<file path="config.mk">
export PLATFORM = sky130hd
export DESIGN_NAME = ghalloc_ctrl
export DESIGN_NICKNAME = d
export VERILOG_FILES = /design/src/design/ghalloc_pkg.sv /design/src/design/ghalloc_ctrl.sv
export SDC_FILE = /design/constraint.sdc
export NUM_CORES = 1
export LEC_CHECK = 0
export BUFFER_PORTS_ARGS = -buffer_cell sky130_fd_sc_hd__buf_2
export CORE_MARGIN = 2
export CORE_UTILIZATION = 35
export DETAILED_ROUTE_END_ITERATION = 12
export GPL_TIMING_DRIVEN = 0
export SYNTH_ARGS = -nofsm -noshare
export SYNTH_HDL_FRONTEND = slang
export SYNTH_SLANG_ARGS = --single-unit
</file>
<file path="constraint.sdc">
create_clock -name clk -period 2.98 [get_ports clk]
set_input_delay 0.149 -clock clk [delete_from_list [all_inputs] [get_ports clk]]
set_output_delay 0.149 -clock clk [all_outputs]
set_load 0.02 [all_outputs]
</file>
<file path="src/design/ghalloc_pkg.sv">
// Shared constants, request and status codes, and the command/status structs
// passed between the allocator controller and datapath.
// No dependencies.
package ghalloc_pkg;

  localparam int MAX_SLOTS    = 1024;
  localparam int VERSION_BITS = 16;
  localparam int MAX_BATCH    = 16;
  localparam int RESULT_LIMIT = 16;

  localparam int BATCH_LIM = (MAX_BATCH < RESULT_LIMIT) ? MAX_BATCH : RESULT_LIMIT;

  localparam int IDX_W = $clog2(MAX_SLOTS);
  localparam int CNT_W = $clog2(MAX_SLOTS + 1);
  localparam int REM_W = $clog2(BATCH_LIM + 1);
  localparam int VER_W = VERSION_BITS;

  // fixed port field widths
  localparam int REQ_W    = 3;
  localparam int COUNT_W  = 5;
  localparam int HIDX_W   = 10;
  localparam int HVER_W   = 16;
  localparam int STATUS_W = 2;

  localparam logic [REQ_W-1:0] REQ_CREATE      = 3'd0;
  localparam logic [REQ_W-1:0] REQ_CREATE_MANY = 3'd1;
  localparam logic [REQ_W-1:0] REQ_DESTROY     = 3'd2;
  localparam logic [REQ_W-1:0] REQ_IS_ALIVE    = 3'd3;
  localparam logic [REQ_W-1:0] REQ_CLEAR       = 3'd4;

  typedef enum logic [STATUS_W-1:0] {
    ST_OK        = 2'd0,
    ST_FULL      = 2'd1,
    ST_BAD_INDEX = 2'd2
  } status_t;

  typedef enum logic [1:0] {
    SRC_POP    = 2'd0,
    SRC_APPEND = 2'd1,
    SRC_STATUS = 2'd2
  } out_src_t;

  typedef struct packed {
    logic     load;       // capture request fields
    logic     pop_rd;     // read top of free stack, drop free count
    logic     slot_rd;    // read version of popped slot
    logic     req_rd;     // read version of requested handle
    logic     append;     // write version 1 to a fresh slot
    logic     commit;     // bump version and push slot
    logic     clear_all;  // empty table and stack
    logic     emit;       // load result registers
    out_src_t src;
    status_t  code;
    logic     alive;
  } cmd_t;

  typedef struct packed {
    logic [REQ_W-1:0] req;
    logic             rem_zero;
    logic             rem_last;
    logic             can_pop;
    logic             can_append;
    logic             idx_bad;
    logic             ver_match;
    logic             stack_full;
  } sts_t;

  localparam cmd_t CMD_NONE = '{
    load: 1'b0, pop_rd: 1'b0, slot_rd: 1'b0, req_rd: 1'b0, append: 1'b0,
    commit: 1'b0, clear_all: 1'b0, emit: 1'b0, src: SRC_STATUS, code: ST_OK,
    alive: 1'b0
  };

endpackage

</file>
<file path="src/design/ghalloc_ctrl.sv">
// Allocator controller: one-hot sequencer that steps each request through
// the datapath. Uses ghalloc_pkg command and status structs.
module ghalloc_ctrl (
  input  logic              clk,
  input  logic              rst,
  input  logic              start,
  input  ghalloc_pkg::sts_t sts,
  output ghalloc_pkg::cmd_t cmd,
  output logic              busy
);

  typedef enum logic [5:0] {
    S_IDLE     = 6'b000001,
    S_DISPATCH = 6'b000010,
    S_POP_VER  = 6'b000100,
    S_POP_EMIT = 6'b001000,
    S_APPEND   = 6'b010000,
    S_CHECK    = 6'b100000
  } state_t;

  state_t state;
  state_t state_next;

  always_ff @(posedge clk) begin
    if (rst) begin
      state <= S_IDLE;
    end else begin
      state <= state_next;
    end
  end

  assign busy = (state != S_IDLE);

  always_comb begin
    cmd        = ghalloc_pkg::CMD_NONE;
    state_next = state;
    unique case (state)
      S_IDLE: begin
        if (start) begin
          cmd.load   = 1'b1;
          state_next = S_DISPATCH;
        end
      end
      S_DISPATCH: begin
        priority if (sts.req == ghalloc_pkg::REQ_CREATE ||
                     sts.req == ghalloc_pkg::REQ_CREATE_MANY) begin
          priority if (sts.rem_zero) begin
            state_next = S_IDLE;
          end else if (sts.can_pop) begin
            cmd.pop_rd = 1'b1;
            state_next = S_POP_VER;
          end else if (sts.can_append) begin
            state_next = S_APPEND;
          end else begin
            cmd.emit   = 1'b1;
            cmd.code   = ghalloc_pkg::ST_FULL;
            state_next = S_IDLE;
          end
        end else if (sts.req == ghalloc_pkg::REQ_DESTROY ||
                     sts.req == ghalloc_pkg::REQ_IS_ALIVE) begin
          if (sts.idx_bad) begin
            cmd.emit   = 1'b1;
            cmd.code   = ghalloc_pkg::ST_BAD_INDEX;
            state_next = S_IDLE;
          end else begin
            cmd.req_rd = 1'b1;
            state_next = S_CHECK;
          end
        end else if (sts.req == ghalloc_pkg::REQ_CLEAR) begin
          cmd.clear_all = 1'b1;
          cmd.emit      = 1'b1;
          state_next    = S_IDLE;
        end else begin
          // drop unknown request types
          state_next = S_IDLE;
        end
      end
      S_POP_VER: begin
        cmd.slot_rd = 1'b1;
        state_next  = S_POP_EMIT;
      end
      S_POP_EMIT: begin
        cmd.emit = 1'b1;
        cmd.src  = ghalloc_pkg::SRC_POP;
        if (sts.rem_last) begin
          state_next = S_IDLE;
        end else begin
          cmd.pop_rd = 1'b1;
          state_next = S_POP_VER;
        end
      end
      S_APPEND: begin
        cmd.append = 1'b1;
        cmd.emit   = 1'b1;
        cmd.src    = ghalloc_pkg::SRC_APPEND;
        if (sts.rem_last) begin
          state_next = S_IDLE;
        end
      end
      S_CHECK: begin
        cmd.emit   = 1'b1;
        state_next = S_IDLE;
        priority if (sts.req == ghalloc_pkg::REQ_IS_ALIVE) begin
          cmd.alive = sts.ver_match;
        end else if (!sts.ver_match) begin
          cmd.code = ghalloc_pkg::ST_OK;
        end else if (sts.stack_full) begin
          cmd.code = ghalloc_pkg::ST_FULL;
        end else begin
          cmd.commit = 1'b1;
        end
      end
      default: begin
        state_next = S_IDLE;
      end
    endcase
  end

endmodule
</file>
==> flow_metrics.tcl <==
set metrics [dict create \
    layout_common_cells "buf_2 (28), nor2_1 (7), inv_1 (6), dfxtp_1 (6), nor3_1 (5)" \
    cts_tree "yes" \
    fillCellCount 152 \
    cp_cell_sequence "nor4_2 -> nand3b_1 -> nor4_2 -> nand2_1 -> o31ai_1 -> buf_2" \
    period_share 0.702 \
    drt-total-wl_um 1310 \
    yosys-top-cells-area "dfxtp_1 (23%), nand3b_1 (5.8%), nor2_1 (5.1%), nor3_1 (4.8%), nor4_2 (4.8%)" \
    final_hold_viol_count 0 \
    dieArea_sq_um 1810 \
    nets 113 \
    crit_path_max_fanout 6 \
    drv_cap 0 \
    ys_seq_elements 6 \
    hp-class "input port to flip-flop" \
    cp-end-kind "output port" \
    post_cts_resized 0 \
    reg2regPathDepth 6 \
    crit_top_cell "nor4_2" \
    synth_cell_types 32 \
    clk-insertion-delay-late_ns 0.25 \
    h-tree-depth 1 \
    viasPerCell 5.35 \
    antenna_cells 0 \
    die_w_um 42.5 \
    detail-route-antenna-nets 0 \
    largest_reg_flops 6 \
    r2r_slack_ns 1.29 \
    drt_iter0_drc 7 \
    required_ns 2.83 \
    crit_arrival_ns 1.94 \
    finClkSkew_ns 0.00690 \
    drtPass1Iterations 4 \
    syn_avg_cell_area_sq_um 7.53 \
    avgRoutedWirePerCell_um 11.5 \
    grt_pass1_wl_um 2280 \
    io_pins 27 \
    cts_setup_buffers 0 \
    drv_slew 0 \
    initial_core_util 0.385 \
    vias 605 \
    clkTransAtPathRegs_ns 0.05 \
    crit_type "flip-flop to output port" \
    placement.io_buffers 26 \
    synth_nets 82 \
    hp-start "rst" \
    cts_root_buf "clkbuf_4" \
    syn_inst 69 \
    synthesis.area_sq_um 519 \
    r2r_start "state[5]" \
    reg_top3 "state (6)" \
    cp_slowest_cell "dfxtp_1" \
    antenna_found_initial 0 \
    hold_depth 2 \
    cts.sinks 6 \
    max_stage_delay_ns 0.37 \
    core_sq_um 1350 \
    fin_tns_setup_ns 0 \
    peakVddDrop_mv 0.162 \
    yosys.area.top_type "dfxtp_1" \
    maxSlewHeadroom 0.771 \
    die_h_um 42.5 \
    cts_buffers 3 \
    grt_pass1_vias 516 \
    status "finished, final reports clean" \
    path_buf_inv 1 \
    p_leak_uw 0.000345 \
    dp_hpwl_um 1040 \
    setup_viol 0 \
    max_freq_mhz 478 \
    synth_top_area_frac 0.231 \
    power.density_nw_per_um2 381 \
    holdPathEnd "state[1]" \
    cts_max_path_buffers 2 \
    grt-ovfl-total 0 \
    seq_area_frac_synth 0.231 \
    synth_warnings 0 \
    rows 13 \
    period_needed_ns 2.09 \
    grt_max_degree 11 \
    layout-drive-gt1-share 0.398 \
    drcViolationCount 0 \
    syn2layout_area_growth_pct 33.0 \
    grtUsageTotal 0.167 \
    worst_pin_slew_ns 0.343 \
    path_delay_family "simple AND/OR/NAND/NOR gates" \
    hold_slack_ns 0.0645 \
    layout_commonest_cell "buf_2" \
    holdBufCountCts 0 \
    r2r_end "state[5]" \
    place_congestion 0.743 \
    rsz0062_at_grt "false" \
    cp-start-kind "flip-flop" \
    top_register "state" \
]
worst max-delay path by stage:
stage	startpoint	endpoint	cells past startpoint	slack (ns)
3_3_place_gp	state[4]	cmd[5]	6	1.17
6_report	state[4]	cmd[5]	6	0.89
2_1_floorplan	state[1]	state[2]	5	1.22
4_1_cts	state[4]	cmd[5]	6	0.89
3_5_place_dp	state[4]	cmd[5]	6	1.17
5_1_grt	state[4]	cmd[5]	6	0.67
metal layers:
layer  share of wire  wire length, um  global-route usage  vias to the layer above
met2            0.47              614               0.240                       16
li1                -                -                   -                      308
met3           0.045               59              0.0431                        2
met4          0.0069                9              0.0938                        0
met1            0.48              622               0.223                      279
met5               0                0                   0                        -
cell families (layout without fill, tap and decap cells):
logic type                Yosys count  in the layout  share of synthesized area
and+or+nand+nor                    37             37                      0.455
muxes                               1              1                     0.0193
AOI/OAI and AO/OA                  13             13                      0.169
DFF                                 6              6                      0.231
buffers and inverters              10             39                     0.0916
xor gates and xnor gates            2              2                     0.0337
Yosys cell counts:
cell type	number
a21oi_1	2
nor4_1	3
o21bai_1	1
or3b_2	1
inv_1	6
nand2_1	3
buf_6	1
nor4_2	2
mux2i_1	1
dfxtp_1	6
nand3b_1	4
nor2b_2	1
o2bb2ai_1	2
nand3_1	2
xnor2_1	1
o21ai_0	3
a31oi_1	1
nor2_1	7
and2_1	1
o211ai_1	1
nor4b_2	1
nor3b_1	2
buf_2	2
or4_1	2
inv_2	1
nand2b_1	1
or2_2	1
a211o_1	1
nand4b_1	1
nor3_1	5
xor2_1	1
o31ai_1	2
final cells by class:
cell class / instances / area, sq um / share of cell area
multi-input cells: 53 / 352 / 0.509
repair buffers: 26 / 130 / 0.188
flip-flops and latches: 6 / 120 / 0.174
inverters: 7 / 26.3 / 0.0380
clock buffers: 3 / 22.5 / 0.0326
plain buffers: 3 / 21.3 / 0.0308
well taps: 15 / 18.8 / 0.0272
through the flow:
stage               total power (uW)  utilization  std cells  setup slack [ns]  instance area [sq um]
floorplan                        159            -         69              1.22                    519
global placement                 186        0.495        110              1.17                    668
detailed placement               187        0.495        110              1.17                    668
CTS                              268        0.512        113             0.890                    691
global route                     284        0.512        113             0.667                    691
finish                           263        0.512        113             0.889                    691
report_power, final:
| part | internal, uW | switching, uW | leakage, uW |
|---|---|---|---|
| combinational | 41.6 | 49.4 | 0.000282 |
| sequential | 85.9 | 7.63 | 0.0000488 |
| clock | 45.8 | 32.6 | 0.0000138 |
(Power assumes the default switching activity.)
